### src/rne_pkg.sv
// Package with the shared constants, codes and lookup functions of the Roman numeral encoder.
package rne_pkg;

   // Widths of the payload fields.
   localparam int ValueWidth  = 16;
   localparam int SymbolWidth = 7;
   localparam int DigitWidth  = 4;

   // The extraction sequence runs one compare and subtract per step.
   localparam int NumSteps   = 15;
   localparam int StepWidth  = 4;
   // The first steps only remove multiples of ten thousand.
   localparam int SkipSteps  = 3;
   localparam int QuotWidth  = 3 * DigitWidth;

   // Symbol sent with an empty run.
   localparam logic [SymbolWidth-1:0] SymbolNone = 7'd0;

   // Roman letter kind within one decimal place.
   typedef enum logic [1:0] {
      CODE_NONE = 2'd0,
      CODE_ONE  = 2'd1,
      CODE_FIVE = 2'd2,
      CODE_TEN  = 2'd3
   } code_type;

   // Weight subtracted at each extraction step: binary-weighted decimal places.
   function automatic logic [ValueWidth-1:0] step_weight(input logic [StepWidth-1:0] step);
      logic [ValueWidth-1:0] w;
      begin
         unique case (step)
            4'd0:    w = 16'd40000;
            4'd1:    w = 16'd20000;
            4'd2:    w = 16'd10000;
            4'd3:    w = 16'd8000;
            4'd4:    w = 16'd4000;
            4'd5:    w = 16'd2000;
            4'd6:    w = 16'd1000;
            4'd7:    w = 16'd800;
            4'd8:    w = 16'd400;
            4'd9:    w = 16'd200;
            4'd10:   w = 16'd100;
            4'd11:   w = 16'd80;
            4'd12:   w = 16'd40;
            4'd13:   w = 16'd20;
            4'd14:   w = 16'd10;
            default: w = 16'd0;
         endcase
         return w;
      end
   endfunction

   // Letter pattern of one decimal digit, position idx within the run.
   function automatic code_type digit_code(input logic [DigitWidth-1:0] digit,
                                           input logic [1:0] idx);
      code_type c;
      begin
         c = CODE_NONE;
         unique case (digit)
            4'd1: c = (idx == 2'd0) ? CODE_ONE : CODE_NONE;
            4'd2: c = (idx <= 2'd1) ? CODE_ONE : CODE_NONE;
            4'd3: c = (idx <= 2'd2) ? CODE_ONE : CODE_NONE;
            4'd4: c = (idx == 2'd0) ? CODE_ONE : ((idx == 2'd1) ? CODE_FIVE : CODE_NONE);
            4'd5: c = (idx == 2'd0) ? CODE_FIVE : CODE_NONE;
            4'd6: c = (idx == 2'd0) ? CODE_FIVE : ((idx == 2'd1) ? CODE_ONE : CODE_NONE);
            4'd7: c = (idx == 2'd0) ? CODE_FIVE : ((idx <= 2'd2) ? CODE_ONE : CODE_NONE);
            4'd8: c = (idx == 2'd0) ? CODE_FIVE : CODE_ONE;
            4'd9: c = (idx == 2'd0) ? CODE_ONE : ((idx == 2'd1) ? CODE_TEN : CODE_NONE);
            default: c = CODE_NONE;
         endcase
         return c;
      end
   endfunction

   // ASCII letter for a code at a decimal place (0 units .. 3 thousands).
   function automatic logic [SymbolWidth-1:0] place_letter(input logic [1:0] place,
                                                          input code_type code);
      logic [SymbolWidth-1:0] s;
      begin
         s = SymbolNone;
         unique case (place)
            2'd0: s = (code == CODE_ONE) ? 7'h49 : ((code == CODE_FIVE) ? 7'h56 : 7'h58);
            2'd1: s = (code == CODE_ONE) ? 7'h58 : ((code == CODE_FIVE) ? 7'h4C : 7'h43);
            2'd2: s = (code == CODE_ONE) ? 7'h43 : ((code == CODE_FIVE) ? 7'h44 : 7'h4D);
            default: s = 7'h4D;
         endcase
         if (code == CODE_NONE) begin
            s = SymbolNone;
         end
         return s;
      end
   endfunction

endpackage

### src/roman_numeral_encoder.sv
// Top level of the Roman numeral encoder: digit extraction and character sequencer.
//
// Usage: drive req_value and pulse start while busy is low; that edge is the
// input transfer. The block then stays busy while it works on the number.
// It first extracts the decimal digits with one shared compare and subtract
// unit, one step per cycle (three steps drop multiples of ten thousand, then
// four binary-weighted steps per place for thousands, hundreds and tens; the
// remainder is the units digit).
// It then sends the Roman numeral, most significant letter first, one
// character per cycle on rsp_symbol, marked by rsp_strobe, with rsp_last on
// the final character. A place without letters ahead of the final letter
// leaves a gap with no character. A number that gives no letters yields one
// transfer with rsp_empty_res and rsp_last high and rsp_symbol zero.
// Busy drops in the cycle that shows the last result, so the next input
// transfer can already come in that cycle. The receiver cannot stall: each
// result is valid for one cycle only.
// Reset (synchronous, active high) returns the block to idle and clears
// the strobe.
module roman_numeral_encoder (
   input  logic                               clock,
   input  logic                               reset,
   input  logic                               start,
   output logic                               busy,
   input  logic [rne_pkg::ValueWidth-1:0]     req_value,
   output logic                               rsp_strobe,
   output logic [rne_pkg::SymbolWidth-1:0]    rsp_symbol,
   output logic                               rsp_last,
   output logic                               rsp_empty_res
);

   typedef enum logic [1:0] {
      ST_IDLE,
      ST_EXTRACT,
      ST_EMIT
   } state_type;

   state_type                           state_ff, state_in;
   logic [rne_pkg::StepWidth-1:0]       step_ff, step_in;
   logic [rne_pkg::ValueWidth-1:0]      rem_ff, rem_in;
   logic [rne_pkg::QuotWidth-1:0]       quot_ff, quot_in;
   logic [1:0]                          place_ff, place_in;
   logic [1:0]                          idx_ff, idx_in;
   logic                                strobe_ff, strobe_in;
   logic [rne_pkg::SymbolWidth-1:0]     symbol_ff, symbol_in;
   logic                                last_ff, last_in;
   logic                                empty_ff, empty_in;

   logic [rne_pkg::ValueWidth-1:0]      weight;
   logic                                ge;
   logic [rne_pkg::ValueWidth-1:0]      diff;
   logic [rne_pkg::DigitWidth-1:0]      digit_eff [4];
   logic [rne_pkg::DigitWidth-1:0]      thousands;
   logic [rne_pkg::DigitWidth-1:0]      cur_digit;
   rne_pkg::code_type                   code;
   rne_pkg::code_type                   next_code;
   logic                                lower_nz;
   logic                                all_zero;

   // Shared compare and subtract unit.
   always_comb begin
      weight = rne_pkg::step_weight(step_ff);
      ge     = (rem_ff >= weight);
      diff   = rem_ff - weight;
   end

   // Digits as they stand after extraction; a thousands digit above three gives nothing.
   always_comb begin
      thousands    = quot_ff[3*rne_pkg::DigitWidth-1:2*rne_pkg::DigitWidth];
      digit_eff[3] = ((thousands >= 4'd1) && (thousands <= 4'd3)) ? thousands : 4'd0;
      digit_eff[2] = quot_ff[2*rne_pkg::DigitWidth-1:rne_pkg::DigitWidth];
      digit_eff[1] = quot_ff[rne_pkg::DigitWidth-1:0];
      digit_eff[0] = rem_ff[rne_pkg::DigitWidth-1:0];
   end

   // Letter lookup for the current place and position, plus lookahead for the last flag.
   always_comb begin
      cur_digit = digit_eff[place_ff];
      code      = rne_pkg::digit_code(cur_digit, idx_ff);
      next_code = (idx_ff == 2'd3) ? rne_pkg::CODE_NONE
                                   : rne_pkg::digit_code(cur_digit, idx_ff + 2'd1);
      lower_nz  = 1'b0;
      for (int q = 0; q < 4; q++) begin
         if ((q < int'(place_ff)) && (digit_eff[q] != 4'd0)) begin
            lower_nz = 1'b1;
         end
      end
      all_zero = (digit_eff[0] == 4'd0) && (digit_eff[1] == 4'd0) &&
                 (digit_eff[2] == 4'd0) && (digit_eff[3] == 4'd0);
   end

   // Sequencer next-state logic.
   always_comb begin
      state_in  = state_ff;
      step_in   = step_ff;
      rem_in    = rem_ff;
      quot_in   = quot_ff;
      place_in  = place_ff;
      idx_in    = idx_ff;
      strobe_in = 1'b0;
      symbol_in = symbol_ff;
      last_in   = last_ff;
      empty_in  = empty_ff;
      unique case (state_ff)
         ST_IDLE: begin
            if (start) begin
               state_in = ST_EXTRACT;
               step_in  = '0;
               rem_in   = req_value;
               quot_in  = '0;
            end
         end
         ST_EXTRACT: begin
            if (ge) begin
               rem_in = diff;
            end
            if (step_ff >= rne_pkg::StepWidth'(rne_pkg::SkipSteps)) begin
               quot_in = {quot_ff[rne_pkg::QuotWidth-2:0], ge};
            end
            step_in = step_ff + rne_pkg::StepWidth'(1);
            if (step_ff == rne_pkg::StepWidth'(rne_pkg::NumSteps - 1)) begin
               state_in = ST_EMIT;
               place_in = 2'd3;
               idx_in   = 2'd0;
            end
         end
         ST_EMIT: begin
            if (all_zero) begin
               // Nothing to send: one empty transfer.
               strobe_in = 1'b1;
               symbol_in = rne_pkg::SymbolNone;
               last_in   = 1'b1;
               empty_in  = 1'b1;
               state_in  = ST_IDLE;
            end else if (code == rne_pkg::CODE_NONE) begin
               // Digit gives no letters: move to the next lower place, or go idle at the units.
               if (place_ff == 2'd0) begin
                  state_in = ST_IDLE;
               end else begin
                  place_in = place_ff - 2'd1;
                  idx_in   = 2'd0;
               end
            end else begin
               strobe_in = 1'b1;
               symbol_in = rne_pkg::place_letter(place_ff, code);
               last_in   = (next_code == rne_pkg::CODE_NONE) && !lower_nz;
               empty_in  = 1'b0;
               if ((next_code == rne_pkg::CODE_NONE) && !lower_nz) begin
                  state_in = ST_IDLE;
               end else if (next_code == rne_pkg::CODE_NONE) begin
                  place_in = place_ff - 2'd1;
                  idx_in   = 2'd0;
               end else begin
                  idx_in = idx_ff + 2'd1;
               end
            end
         end
         default: begin
            state_in = ST_IDLE;
         end
      endcase
   end

   // State and registered outputs.
   always_ff @(posedge clock) begin
      if (reset) begin
         state_ff  <= ST_IDLE;
         strobe_ff <= 1'b0;
      end else begin
         state_ff  <= state_in;
         strobe_ff <= strobe_in;
      end
      step_ff   <= step_in;
      rem_ff    <= rem_in;
      quot_ff   <= quot_in;
      place_ff  <= place_in;
      idx_ff    <= idx_in;
      symbol_ff <= symbol_in;
      last_ff   <= last_in;
      empty_ff  <= empty_in;
   end

   assign busy          = (state_ff != ST_IDLE);
   assign rsp_strobe    = strobe_ff;
   assign rsp_symbol    = symbol_ff;
   assign rsp_last      = last_ff;
   assign rsp_empty_res = empty_ff;

   // A result only follows a cycle in which the block was working.
   a_strobe_after_busy: assert property (@(posedge clock) disable iff (reset)
      rsp_strobe |-> $past(busy))
      else $error("result transfer without work in progress");

   // The empty transfer carries no letter and ends the run.
   a_empty_form: assert property (@(posedge clock) disable iff (reset)
      (rsp_strobe && rsp_empty_res) |-> (rsp_last && (rsp_symbol == rne_pkg::SymbolNone)))
      else $error("malformed empty result");

   // The final character frees the block for the next number.
   a_last_frees: assert property (@(posedge clock) disable iff (reset)
      (rsp_strobe && rsp_last) |-> !busy)
      else $error("block still busy after the last character");

   // An accepted number makes the block busy.
   a_start_busy: assert property (@(posedge clock) disable iff (reset)
      (start && !busy) |=> busy)
      else $error("input transfer did not start work");

endmodule
### config.mk
export PLATFORM = sky130hd
export DESIGN_NAME = roman_numeral_encoder
export DESIGN_NICKNAME = d
export VERILOG_FILES = /design/src/rne_pkg.sv /design/src/roman_numeral_encoder.sv
export SDC_FILE = /design/constraint.sdc
export NUM_CORES = 1
export LEC_CHECK = 0
export BUFFER_PORTS_ARGS = -buffer_cell sky130_fd_sc_hd__clkbuf_2
export CORE_UTILIZATION = 65
export DETAILED_ROUTE_END_ITERATION = 16
export PLACE_DENSITY = 0.93
export SLEW_MARGIN = 20
export SYNTH_ARGS = -nofsm -noshare
export SYNTH_HDL_FRONTEND = slang
export SYNTH_SLANG_ARGS = --single-unit
### constraint.sdc
create_clock -name clock -period 9.1 [get_ports clock]
set_input_delay 0 -clock clock [delete_from_list [all_inputs] [get_ports clock]]
set_output_delay 0 -clock clock [all_outputs]
set_load 0.05 [all_outputs]
Yosys cells after proc, flatten, opt, wreduce, memory -nomap -nowiden
Memories as Yosys holds them, arrays and structs flattened. A register that Yosys moved wholly into a read port is not among the register bits.
Index checks and enable logic that the tools add are counted.
{"block": "totals", "out_inout_bits": 11, "mem_count": 1, "ff_bits": 48, "inputBits": 19, "elab_cells": 168, "rom_bits": 240}
{"name": "(no name shown)", "depth": 16, "width": 15, "rd": 1, "rd_ports_with_merged_regs": 1, "write_ports": 0, "line": "rne_pkg.sv:31", "rtl": "unique case (step)"}
{"block": "classes", "order_cmp": 12, "n_addsub": 4, "n_mux": 76, "n_eq_ne": 30, "n_reduce_logical": 33, "bitwise_logic": 2}
{"op": "2-bit 2-to-1 mux", "count": 35}
{"op": "4-bit 2-to-1 mux", "count": 9}
{"op": "2-bit case mux with 9 select lines", "count": 2}
{"op": "16-bit 2-to-1 mux", "count": 2}
{"op": "16-bit case mux with 2 select lines", "count": 1}
{"op": "12-bit 2-to-1 mux", "count": 2}
{"op": "12-bit case mux with 2 select lines", "count": 1}
{"op": "4-bit by 3-bit equality test with 1-bit output (second input constant)", "count": 4}
{"op": "16-bit >= comparator", "count": 1}
{"op": "4-bit logical NOT", "count": 4}
{"op": "16-bit subtractor", "count": 1}
{"op": "1-bit 2-to-1 mux", "count": 15}
{"op": "5-bit case mux with 3 select lines", "count": 1}
{"op": "4-bit equality test (second input constant)", "count": 3}
{"op": "2-bit logical NOT", "count": 6}
{"op": "2-bit inequality test (second input constant)", "count": 6}
{"op": "4-bit nonzero test", "count": 3}
{"op": "2-bit by 1-bit equality test with 1-bit output (second input constant)", "count": 5}
{"op": "5-bit 2-to-1 mux", "count": 2}
{"op": "3-bit inequality test (second input constant)", "count": 3}
{"op": "4-bit binary-select mux with 2-bit select", "count": 1}
{"op": "2-bit equality test (second input constant)", "count": 4}
{"op": "4-bit by 2-bit equality test with 1-bit output (second input constant)", "count": 2}
{"op": "1-bit logical AND", "count": 8}
{"op": "other kinds (27)", "count": 36}

Logic depth before layout (Yosys ltp)
Gate-level depths: netlist (run 1).
{"block": "logic_depth", "ltp_word": 15, "mapped_depth": 12, "ltp_nobuf": 12}

Worst setup path before layout (run 1)
OpenSTA, ideal clock, no wires.
{"block": "synth_path", "path_type": "reg2reg", "start": "register quot_ff[11] (netlist name)", "end": "register empty_ff, in the netlist rsp_empty_res (enable)", "setup_slack_ps": 5821, "t_arrival_ps": 2892, "required_time_ps": 8713, "stages_incl_launch_ff": 8, "setup_ps": 387, "path_cell_list": "edfxtp_1 > or3b_1 > mux4_1 > nor3_1 > a22oi_1 > o221a_2 > ha_1 > a21boi_0"}
{"block": "synth_between", "elab_chain_len": 11, "elab_cells_between_ends": 22, "classes_between": "order compare: 2; eq/ne: 10; mux: 5; reduce/logical: 5"}
{"item": "start, declared", "line": "roman_numeral_encoder.sv:40", "rtl": "logic [rne_pkg::QuotWidth-1:0] quot_ff, quot_in;"}
{"item": "start signal, assigned", "line": "roman_numeral_encoder.sv:174", "rtl": "quot_ff <= quot_in;"}
{"item": "4-bit by 1-bit >= comparator with 1-bit output / 4-bit by 2-bit less-or-equal comparator with 1-bit output (equally long branches)", "line": "roman_numeral_encoder.sv:69", "rtl": "digit_eff[3] = ((thousands >= 4'd1) && (thousands <= 4'd3)) ? thousands : 4'd0;"}
{"item": "1-bit logical AND", "line": "roman_numeral_encoder.sv:69"}
{"item": "4-bit 2-to-1 mux (*)", "line": "roman_numeral_encoder.sv:69"}
{"item": "4-bit binary-select mux with 2-bit select", "line": "roman_numeral_encoder.sv:77", "rtl": "cur_digit = digit_eff[place_ff];"}
{"item": "4-bit 2-to-1 mux (implied by the code) (2 in a row)", "line": "roman_numeral_encoder.sv:77"}
{"item": "4-bit equality test (tied with other cells)", "line": "rne_pkg.sv:59", "rtl": "unique case (digit)"}
{"item": "2-bit case mux with 9 select lines", "line": "rne_pkg.sv:59"}
{"item": "2-bit logical NOT", "line": "roman_numeral_encoder.sv:134", "rtl": "end else if (code == rne_pkg::CODE_NONE) begin"}
{"item": "2-bit inequality test (no source line) (*)"}
{"item": "2-bit AND reduction (no source line) (*)"}
{"item": "end signal, assigned", "line": "roman_numeral_encoder.sv:179", "rtl": "empty_ff <= empty_in;"}
{"item": "end, declared", "line": "roman_numeral_encoder.sv:46", "rtl": "logic empty_ff, empty_in;"}
Every way passes the cells marked *; elsewhere a longest branch is shown, timed or not. The select of a mux whose other input is x is not followed.
A chain may end at the register's enable or synchronous reset.

Final worst setup path (run 1)
{"block": "layout_path", "start": "register place_ff[0]", "end": "register symbol_ff, in the netlist rsp_symbol[3] (enable)"}
{"block": "layout_between", "elab_chain_len": 9, "elab_cells_between_ends": 17, "classes_between": "eq/ne: 10; mux: 4; bitwise: 1; reduce/logical: 2"}
{"item": "start, declared", "line": "roman_numeral_encoder.sv:41", "rtl": "logic [1:0] place_ff, place_in;"}
{"item": "start signal, assigned", "line": "roman_numeral_encoder.sv:175", "rtl": "place_ff <= place_in;"}
{"item": "2-bit NOT with 3-bit output (implied by the code) (*)", "line": "roman_numeral_encoder.sv:77"}
{"item": "4-bit binary-select mux with 2-bit select (*)", "line": "roman_numeral_encoder.sv:77"}
{"item": "4-bit 2-to-1 mux (implied by the code) (*) (2 in a row)", "line": "roman_numeral_encoder.sv:77"}
{"item": "4-bit equality test (tied with other cells)", "line": "rne_pkg.sv:59"}
{"item": "2-bit case mux with 9 select lines (*)", "line": "rne_pkg.sv:59"}
{"item": "2-bit logical NOT (*)", "line": "roman_numeral_encoder.sv:134"}
{"item": "2-bit inequality test (no source line) (*)"}
{"item": "2-bit AND reduction (no source line) (*)"}
{"item": "end signal, assigned", "line": "roman_numeral_encoder.sv:177", "rtl": "symbol_ff <= symbol_in;"}
{"item": "end, declared", "line": "roman_numeral_encoder.sv:44", "rtl": "logic [rne_pkg::SymbolWidth-1:0] symbol_ff, symbol_in;"}
Marked as above.

==> results.ini, run 1 <==
[run_status]
status = finished, final reports clean

[global_route]
met2_usage = 0.524
global_route.usage.met3 = 0.0594
met1_usage = 0.373
grt_most_used_layer = met2
grt_use_total = 0.308
grt_max_degree = 45
globalRoute.totalOverflow = 0
antenna_found_initial = 0
grt_pass1_wl_um = 14800
grt_pass1_vias = 3206

[logic_synthesis]
synth_edf_count = 44
synth-seq-cells = 62
syn-num-nets = 463
ys_seq_area_frac = 0.427
synthArstFlopShare = 0
syn_avg_cell_area_um2 = 9.76
syn_inst = 404
synthFlopType = edfxtp_1
syn_area_mm2 = 0.00394
yosys_warnings = 0
ys_types = 61

[critical_path]
critPathLaunch = place_ff[0]
crit_cells = 7
r2r_start = place_ff[0]
path_cells = mux4_2, nor3_1, nand2b_1, a22oi_1, o221a_2, ha_1, a21boi_1
r2r_end = rsp_symbol[3]
crit_type = reg2reg
crit_arrival_ps = 3450
cp-end-kind = register
reg2reg_depth = 7
critPathLaunchType = register
cp_max_fo = 13
r2r_setup_slack_ps = 5620
crit_buf_inv = 0
slowest_stage = edfxtp_1
critPathTopFamily = compound AO/OA/AOI/OAI gates
crit_path_max_incr_delay_ps = 670
worstPathRequired_ps = 9070

[sta]
setup_viol = 0
totalNegativeSetupSlack_ps = 0
slew_headroom = 0.329
fmax_mhz = 288
worst_pin_slew_ps = 1010
finalClockSkew_ps = 14.4
holdWs_ps = 12.5
final.period_utilization = 0.382
finalMaxSlewViolations = 0
rsz0062_at_grt = false
finalCriticalPeriod_ps = 3480
hold_violations = 0

[route]
drc = 0
routed_wl_um = 8930
drt_iter0_markers = 243
drt-pass1-iter-count = 10
avgRoutedWirePerCell_um = 16.9
viasPerCell = 6.18
ant_nets = 0
vias = 3261

[pwr]
fin_total_pwr_mw = 1.01
p_per_area_mw_per_mm2 = 225
p_leak_nw = 1.95
ir_drop_uv = 163

[final_layout]
area_growth_syn_to_layout_pct = 14.1
ff_latch_area_mm2 = 0.00168
n_fill_cell = 378
fin_nets = 507
diodes = 0
multi_input_area_mm2 = 0.00204
design_area_mm2 = 0.00450
drive_above_1_share = 0.121

[min_path]
hold_start = req_value[14]
hold_path_end = rem_ff[14]
hold-path-cell-count = 2
hp-class = in2reg

[clock_network]
htreeDepth = 3
clock_sinks = 62
clock-root-buffer = clkbuf_8
path_clk_slew_ps = 80
max-clock-path-buffers = 2
clk_latency_ps = 340
cts_made_buffers = 9
post_cts_resize_count = 0
cts_tree = yes

[flow_run]
maxCapViolations = 0

[placed_design]
place.gp.congestion = 0.862
placed_area_mm2 = 0.00414
portBuffers = 28
dpl.hpwl_um = 6260

[floorplan]
ios = 30
die_x_um = 79.9
dieArea_mm2 = 0.00638
num_rows = 28
core_area_mm2 = 0.00589
start_util = 0.670
fp.dieH_um = 79.9

[state kept, by name (all words and copies together) (netlist names)]
name	flops
idx_ff	2
place_ff	2
quot_ff	12
rem_ff	16
rsp_empty_res	1
rsp_last	1
rsp_strobe	1
rsp_symbol	6
state_ff	2
step_ff	4
weight	15
[worst register-to-register path: stages (launching register included)]
cell	delay [ps]
edfxtp_1	670
mux4_2	650
nor3_1	320
nand2b_1	160
a22oi_1	70
o221a_2	320
ha_1	260
a21boi_1	640
[metrics by stage]
stage | util | setup WS (ps) | instances
floorplan | - | 5820 | 404
global placement | 0.704 | 5610 | 498
detailed placement | 0.704 | 5380 | 498
CTS | 0.764 | 5350 | 528
global route | 0.764 | 5480 | 528
finish | 0.764 | 5620 | 528
[logic make-up after synthesis]
| group | synth area share |
|---|---|
| adder cells (fa/ha/maj) | 0.129 |
| buffers and inverters | 0.0555 |
| AND/OR/NAND/NOR | 0.173 |
| AO/OA/AOI/OAI | 0.161 |
| flip-flops | 0.427 |
| XOR/XNOR | 0.0267 |
| other | 0.000951 |
| multiplexers | 0.0282 |
[metal layers]
metal	vias to the layer above	wire (um)
li1	1534	-
met1	1561	3750
met5	-	0
met4	0	232
met3	39	421
met2	127	4530
[layout by cell type (no fill, tap or decap), types with 6 or more instances in the layout]
cell            n
a21oi_1        30
a21o_1          7
nand2_1        33
o21ai_0        28
clkbuf_2       28
nor2_1         20
edfxtp_1       44
and2_1         13
xor2_1          6
inv_1          43
clkbuf_8       10
dfxtp_1        18
nand2b_1        7
ha_1           39
xnor2_1         6
nor4_1          6
nand3_1         8
dlygate4sd3_1  14
nor3_1         10
nor2b_1         7
[synthesized netlist by cell type (3+ instances only)]
library cell,number,area (um2)
or3_1,3,18.8
a21oi_1,30,150
nand4_1,5,31.3
nor3b_1,4,30.0
nor4_1,6,37.5
nor3_1,10,50.1
o21ai_0,28,140
edfxtp_1,44,1320
mux2i_1,4,40.0
o22ai_1,3,18.8
nand2_1,33,124
xor2_1,6,52.6
nor2b_1,7,43.8
dfxtp_1,18,360
a21boi_0,3,22.5
nor2_1,20,75.1
and2_1,13,81.3
clkbuf_1,9,33.8
a31oi_1,5,31.3
xnor2_1,6,52.6
a21o_1,7,52.6
inv_1,43,161
nand2b_1,7,43.8
nand3_1,8,40.0
ha_1,39,488
[area by class of cell]
type,instances,area share
repair buffers,45,0.0673
clock buffers,11,0.0314
flip-flops and latches,62,0.374
inverters,43,0.0359
multi-input cells,287,0.454
well taps,75,0.0209
clock inverters,5,0.0164
[timing repair]
action | in CTS | in global routing
endpoints found under the hold margin | 16 | 0
hold buffers | 14 | 0
setup buffers | 0 | 0
[how the worst max path moves through the flow]
stage	end	slack, ps
after floorplan	rsp_empty_res	5820
after global placement	rsp_empty_res	5610
after detailed placement	rsp_symbol[3]	5380
after CTS	rsp_symbol[3]	5350
after global routing	rsp_symbol[3]	5480
final	rsp_symbol[3]	5620
[power breakdown]
group	internal [mW]	switching [mW]	leakage, nW
sequential	0.358	0.0246	0.579
clock	0.160	0.105	0.111
combinational	0.146	0.217	1.26
total	0.664	0.346	1.95
Note: power is estimated with default switching activity, not from simulation.
==> inputs of run 2 (changes only) <==
- ABC_AREA: default -> 1
- CORE_UTILIZATION: 65 -> 55
- PLACE_DENSITY: 0.93 -> 0.85
- clock period: 9.1 -> 2.9 ns (I/O delays scaled with it)
==> run 2 against run 1 <==
  * Fmax grew 25%
  * Wire length shrank 1.9%
  * First-iteration DRC count grew 4.9%
  * Global-route usage shrank 6.2 points
  * Register-to-register slack lost 5500 ps
  * Cell count grew 25%
  * Total power grew to 4.0 times the previous value
  * Critical endpoint is now place_ff[1]
  * Largest power group is now combinational cells
==> results.ini, run 2 <==
[clock_network]
clk_latency_ps = 350
clock_sinks = 62
clock-root-buffer = clkbuf_8
cts_tree = yes
htreeDepth = 3
path_clk_slew_ps = 60
max-clock-path-buffers = 2
cts_made_buffers = 9

[floorplan]
num_rows = 30
die_x_um = 87.3
start_util = 0.580
ios = 30
dieArea_mm2 = 0.00763
fp.dieH_um = 87.3
core_area_mm2 = 0.00691

[global_route]
grt_pass1_vias = 3301
antenna_found_initial = 0
grt_use_total = 0.247
grt_max_degree = 43
globalRoute.totalOverflow = 0
grt_pass1_wl_um = 14400

[min_path]
hold_start = start
hp-class = in2reg

[placed_design]
place_ws_ps = -85.2
dpl.hpwl_um = 6350
portBuffers = 28
placed_area_mm2 = 0.00427
dp.cells = 620
place.gp.congestion = 0.955

[logic_synthesis]
ys_types = 40
syn-num-nets = 557
syn_inst = 498
syn_avg_cell_area_um2 = 8.04
synth_top_cell_by_area = edfxtp_1
synth_most_common_cell = nand2_1
synth.area.top_cells = edfxtp_1 33%, ha_1 12%, nand2_1 9.7%, dfxtp_1 9.0%, inv_1 8.5%
synth_edf_count = 44
synthTopCellsByCount = 103 x nand2_1, 91 x inv_1, 51 x nor2_1
synth-seq-cells = 62
synthArstFlopShare = 0
syn_area_mm2 = 0.00401
ys_seq_area_frac = 0.420
synth_top_area_frac = 0.330
synthFlopType = edfxtp_1
yosys_warnings = 0

[route]
drt-pass1-iter-count = 5
drc = 0
routed_wl_um = 8770
vias = 3473
avgRoutedWirePerCell_um = 13.3
viasPerCell = 5.27
ant_nets = 0
drt_iter0_markers = 255

[sta]
holdWs_ps = 41.9
finalClockSkew_ps = 11.4
rsz0062_at_grt = false
finalCriticalPeriod_ps = 2790
slew_headroom = 0.623
finalMaxSlewViolations = 0
setup_viol = 0
worst_pin_slew_ps = 560
hold_violations = 0
fmax_mhz = 359
totalNegativeSetupSlack_ps = 0
final.period_utilization = 0.961
fin_ws_ps = 113

[final_layout]
top_register = rem_ff
final_cell_mix = 101 x nand2_1, 88 x inv_1, 47 x nor2_1
final_cells = 659
fin_util = 0.685
area_growth_syn_to_layout_pct = 18.2
drive_above_1_share = 0.153
design_area_mm2 = 0.00473
layout_commonest_cell = nand2_1
diodes = 0
largest_reg_flops = 16
fin_nets = 617

[critical_path]
critPathLaunch = place_ff[0]
cp_max_fo = 9
r2r_start = place_ff[0]
critPathLaunchType = register
crit_type = reg2reg
worstPathRequired_ps = 2950
crit_arrival_ps = 2840
cp-end-kind = register

[flow_run]
maxCapViolations = 0

[pwr]
ir_drop_uv = 498
p_per_area_mw_per_mm2 = 846
fin_total_pwr_mw = 4.00
p_leak_nw = 2.33

[run_status]
status = finished, final reports clean

run 2: layout make-up:
type	instances	area, um2
Sequential cell	62	1680
Timing Repair Buffer	55	389
Tap cell	96	120
Fill cell	559	2170
Clock inverter	2	35.0
Multi-Input combinational cell	333	2000
Inverter	97	367
Clock buffer	14	143
run 2: cells by family (layout without fill, tap and decap cells):
kind of cell             Yosys count  count (layout)  share of synthesized area
AND/OR/NAND/NOR                  207             207                      0.227
buffers and inverters            103             168                     0.0978
AO/OA/AOI/OAI                     75              75                      0.105
other                              1               1                   0.000936
adder cells (fa/ha/maj)           40              40                      0.127
XOR/XNOR                          10              10                     0.0219
flip-flops                        62              62                      0.420
run 2: worst paths after layout:
| check | end | slack [ps] | cells after the start |
|---|---|---|---|
| worst max-delay path | place_ff[1] | 110 | 18 |
| worst min-delay path | state_ff[0] | 40 | 3 |
| worst max register to register | place_ff[1] | 110 | 18 |
| worst min register to register | quot_ff[11] | 590 | 2 |
run 2: what timing repair did:
action,4_1_cts,5_1_grt
buffers inserted,3,3
endpoints found under the setup margin,4,16
pin swaps,0,2
gates cloned,0,0
gates resized for setup,4,16
hold buffers,17,0
endpoints found under the hold margin,19,0
run 2: critical path, stage by stage (launching register included):
cell      delay, ps
edfxtp_1        510
inv_4           110
buf_4           160
nand3_1         100
nand2_4          90
nor2_4          150
nand3_1         120
o22ai_1         190
a211oi_1         80
nand3_2          80
inv_2            50
ha_1            200
nor2_2          120
inv_2            70
o211ai_1        100
nand3_1         100
inv_1            70
nand2_2          90
nor2_4          100
run 2: per-layer routing:
layer  vias up  wire, um  global-route usage  share of wire
met2       140      4070               0.401           0.46
met3        23       584              0.0720          0.067
met4         0       209               0.107          0.024
met5         -         0                   0              0
met1      1579      3900               0.305           0.44
li1       1731         -                   -              -
run 2: where the power goes:
part / total (mW) / internal [mW] / switching, mW
Sequential: 1.34 / 1.23 / 0.109
Combinational: 1.95 / 0.701 / 1.25
Clock: 0.710 / 0.397 / 0.313
